===== config.mk =====
export PLATFORM = sky130hd
export DESIGN_NAME = pmm_ram
export DESIGN_NICKNAME = d
export VERILOG_FILES = /design/src/hw/rtl/pmm_ram.sv
export SDC_FILE = /design/constraint.sdc
export NUM_CORES = 2
export LEC_CHECK = 0
export ABC_AREA = 1
export BUFFER_PORTS_ARGS = -buffer_cell sky130_fd_sc_hd__buf_2
export CAP_MARGIN = 15
export CORE_ASPECT_RATIO = 0.9
export CORE_MARGIN = 2
export CORE_UTILIZATION = 25
export DETAILED_ROUTE_END_ITERATION = 16
export GPL_TIMING_DRIVEN = 0
export MAX_ROUTING_LAYER = met4
export PLACE_DENSITY = 0.39
export SYNTH_ARGS = -nofsm -noshare
export SYNTH_HDL_FRONTEND = slang
export SYNTH_SLANG_ARGS = --single-unit

===== constraint.sdc =====
create_clock -name clk_i -period 2.17 [get_ports clk_i]
set_input_delay 0.217 -clock clk_i [delete_from_list [all_inputs] [get_ports clk_i]]
set_output_delay 0.217 -clock clk_i [all_outputs]
set_load 0.03 [all_outputs]

===== src/hw/rtl/pmm_ram.sv =====
`default_nettype none

module pmm_ram #(
  parameter int unsigned Width = 8,
  parameter int unsigned Depth = 256
) (
  input  wire logic                     clk_i,
  input  wire logic                     we_i,
  input  wire logic [$clog2(Depth)-1:0] addr_i,
  input  wire logic [Width-1:0]         wdata_i,
  output logic      [Width-1:0]         rdata_o
);

  logic [Width-1:0] mem_q [Depth];
  logic [Width-1:0] rdata_q;

  always_ff @(posedge clk_i) begin
    if (we_i) begin
      mem_q[addr_i] <= wdata_i;
    end
    rdata_q <= mem_q[addr_i];
  end

  assign rdata_o = rdata_q;

endmodule

`default_nettype wire

=== After elaboration in Yosys (flattened, before gate mapping) ===
Memory sizes are Yosys's and may differ from the RTL's. A register that Yosys moved wholly into a read port is not among the register bits.
Index checks and enable logic that the tools add are counted.

* Muxes and demuxes: 2

{| class="wikitable"
|+ Operators with widths
! cell !! count
|-
| 1-bit two-way mux || 2
|}

* Register bits: 0
* RAM bits: 2048
* Logic and storage cells: 3
* Memories: 1

{| class="wikitable"
|+ Memory list
! name !! words !! bits a word !! rd ports !! clocked after Yosys merged registers in !! write ports !! RTL line !! source
|-
| mem_q || 256 || 8 || 1 || 1 || 1 || 14 || <nowiki>logic [Width-1:0] mem_q [Depth];</nowiki>
|}

=== Depth between registers and ports, before layout ===
* Depth in word-level cells: 2
* Depth in mapped cells: 15
* Gate-level depth less buffers: 13

=== Worst setup path after synthesis ===
OpenSTA, ideal clock, no wires.

* Kind: input port to flip-flop
* From: in addr_i[1]
* To: mem mem_q[234][0], enable pin
* Setup time: 0.370 ns
* Arrival: 1.687 ns
* Required time: 1.800 ns
* Path slack: 0.113 ns
* Stages on the path: 10
* Cells stage by stage: buf_4 -> inv_4 -> nor2_8 -> buf_4 -> buf_4 -> inv_2 -> nor2_1 -> nand2_1 -> clkbuf_1 -> nor2_1

{| class="wikitable"
|+ RTL lines
! what !! RTL line !! source
|-
| from (decl) || 9 || <nowiki>input wire logic [$clog2(Depth)-1:0] addr_i,</nowiki>
|-
| to (decl) || 14 ||
|}

Straight into the memory's write port.

=== Worst setup path in the final report ===
* From: in addr_i[0]
* To: mem mem_q[38][2], enable pin

Straight into the memory's write port.

==> results.py <==
metrics = {
    "timing": {
        "finClkSkew_ns": 0.06104,
        "worstMarginPinSlew_ns": 1.293,
        "fin_crit_ns": 2.366,
        "setup_slack_ns": -0.1961,
        "rsz0062_at_grt": "true",
        "fin_crit_sh": 1.090,
        "setup_viol": 518,
        "clock.fmax_mhz": 422.6,
        "slew_violations": 0,
        "hold_violations": 0,
        "slew_headroom": 0.1383,
    },
    "clock_network": {
        "cts_tree": "yes",
        "clk_pin_slew_ns": 0.06,
        "clkSinkCount": 2056,
        "cts_made_buffers": 229,
        "cts_root_buf": "clkbuf_16",
        "clock_insertion_delay_worst_skew_ns": 0.92,
        "clockBufferDepth": 4,
        "htree_levels": 4,
    },
    "global_route": {
        "grt_max_degree": 107,
        "grt_pass1_wl_um": 433300,
        "antenna_found_initial": 28,
        "grt_overflow_total": 0,
        "grtUsageTotal": 0.1845,
        "grt_pass1_vias": 55470,
    },
    "synth": {
        "ys_warn_count": 0,
        "avgSynthCellArea_um2": 10.58,
        "synth-seq-area-share": 0.7266,
        "syn_inst": 8021,
        "synth.net_count": 8039,
        "synthesis.area_um2": 84860,
        "ys_seq_elements": 2056,
        "synth_cell_type_count": 18,
    },
    "power": {
        "powerDensity_nw_per_um2": 874.7,
        "p_seq_frac": 0.495,
        "max-vdd-ir-drop_uv": 655.1,
        "swShare": 0.2397,
        "cellLeakagePower_nw": 38.79,
        "combPwrFrac": 0.069,
        "p_sw_w": 0.02123,
        "finalPower_w": 0.08856,
        "clockPowerShare": 0.436,
        "p_int_w": 0.06733,
    },
    "outcome": {
        "status": "finished with violations",
        "violations": "setup timing",
    },
    "routing": {
        "first_pass_iters": 5,
        "viasPerCell": 4.427,
        "vias": 57660,
        "drt-total-wl_um": 314800,
        "detail_route.iter0.violations": 5645,
        "wl_per_cell_um": 24.17,
        "detail-route-antenna-nets": 0,
        "drc": 0,
    },
    "hold_path": {
        "whs_path_depth": 5,
        "hold_path_class": "in2reg",
    },
    "die": {
        "start_util": 0.2517,
        "die-height_um": 556.7,
        "core_area_um2": 337200,
        "io_pins": 26,
        "die-area_um2": 344100,
        "die_w_um": 618.1,
        "core.rowCount": 202,
    },
    "critical_path": {
        "start_kind": "input pin",
        "required_ns": 2.72,
        "cp-end-kind": "flop",
        "reg2reg_depth": 12,
        "cp_data_arrival_time_ns": 2.92,
        "crit_fanout": 10,
        "path_class": "in2reg",
    },
    "placement": {
        "place_congestion": 0.9091,
        "dp_cells": 12560,
        "portBuffers": 23,
        "dp_hpwl_um": 217600,
    },
    "layout": {
        "layoutNonFillerInstCount": 13020,
        "final_layout_size_suffix_gt1_frac": 0.1185,
        "layout.nets": 8357,
        "final_cell_mix": "4724 x nand2_1, 2048 x edfxtp_1, 233 x clkbuf_16",
        "areaGrowthSynthToFinish_pct": 19.31,
        "final_common_cell": "nand2_1",
    },
    "job": {
        "max-cap-violations": 0,
    },
}
==> synth_stat cells, drive strengths merged <==
cell type  count  area (um2)
o21ai        160       800.8
nand2       4771       17920
nor2         362        1375
nand3        188       940.9
inv           35       136.4
a21oi         32       160.2
buf          247        1230
edfxtp      2048       61500
clkbuf       170       638.1
dfxtp          8       160.2
==> flip-flops by register name, summed over array words and instances, names as in the netlist <==
register	flops
mem_q	2048
rdata_o	8
==> worst max-delay path: stages <==
cell and delay [ns]:
buf_2 0.19, buf_12 0.20, nor2_8 0.29, buf_6 0.20, buf_4 0.22, inv_2 0.18, nor2_1 0.23, nand2_2 0.27
buf_8 0.29, buf_12 0.18, nor2_4 0.27
==> power groups by stage <==
stage / registers [W] / logic [W] / clock network (W)
floorplan: 0.0447 / 0.00249 / 0
global placement: 0.0449 / 0.00576 / 0
detailed placement: 0.0446 / 0.00591 / 0
CTS: 0.0438 / 0.00610 / 0.0394
global route: 0.0438 / 0.00658 / 0.0408
finish: 0.0438 / 0.00612 / 0.0386
==> layout make-up <==
cell class	count	area [um2]
antenna	15	37.54
buffer	415	2332
clock buffer	283	5986
clock inverter	130	1251
fill	34920	235900
inverter	35	143.9
multi-input combinational	5513	22840
sequential	2056	61660
tap	4488	5615
timing repair buffer	89	1379
==> worst paths after layout <==
kind	end	slack (ns)	from
hold / removal	rdata_o[3]	0.06	addr_i[7]
hold reg to reg	rdata_o[0]	1.07	mem_q[171][0]
setup reg to reg	rdata_o[7]	0.03	mem_q[225][7]
setup / recovery	mem_q[38][2]	-0.20	addr_i[0]
==> through the flow <==
step / util / hold slack, ns / cell area (um2) / setup WS [ns] / TNS, ns
after global placement: 0.2687 / 0.6654 / 90590 / -4.499 / -
after CTS: 0.2977 / 0.001075 / 100400 / -0.2956 / -31.12
final: 0.3003 / 0.05773 / 101200 / -0.1961 / -28.21
after global routing: 0.3002 / 0.08025 / 101200 / -0.1719 / -18.84
after floorplan: - / 0.3159 / 84860 / 0.1127 / 0
after detailed placement: 0.2711 / 0.4411 / 91410 / -2.554 / -3657.72
==> layer usage <==
layer,part of all wire,track usage
met3,0.061,0.02530
met2,0.44,0.2779
met4,0.025,0.04460
met1,0.47,0.2617
met5,0,-
==> logic make-up (layout without fill, tap and decap cells) <==
| logic type | count (synthesis) | after routing | share of synthesized area |
|---|---|---|---|
| simple gates | 5321 | 5321 | 0.2384 |
| flops | 2056 | 2056 | 0.7266 |
| buf+inv | 452 | 952 | 0.02362 |
| compound gates | 192 | 192 | 0.01132 |
| other cells | 0 | 15 | 0 |
==> timing repair <==
item | 4_1_cts | 5_1_grt
pin swaps | 9 | 7
endpoints found under the setup margin | 2035 | 1333
endpoints found under the hold margin | 502 | 0
hold buffers | 12 | 0
gates resized for setup | 499 | 226
buffers inserted | 10 | 14
cloned | 0 | 0
(Power assumes the default switching activity.)
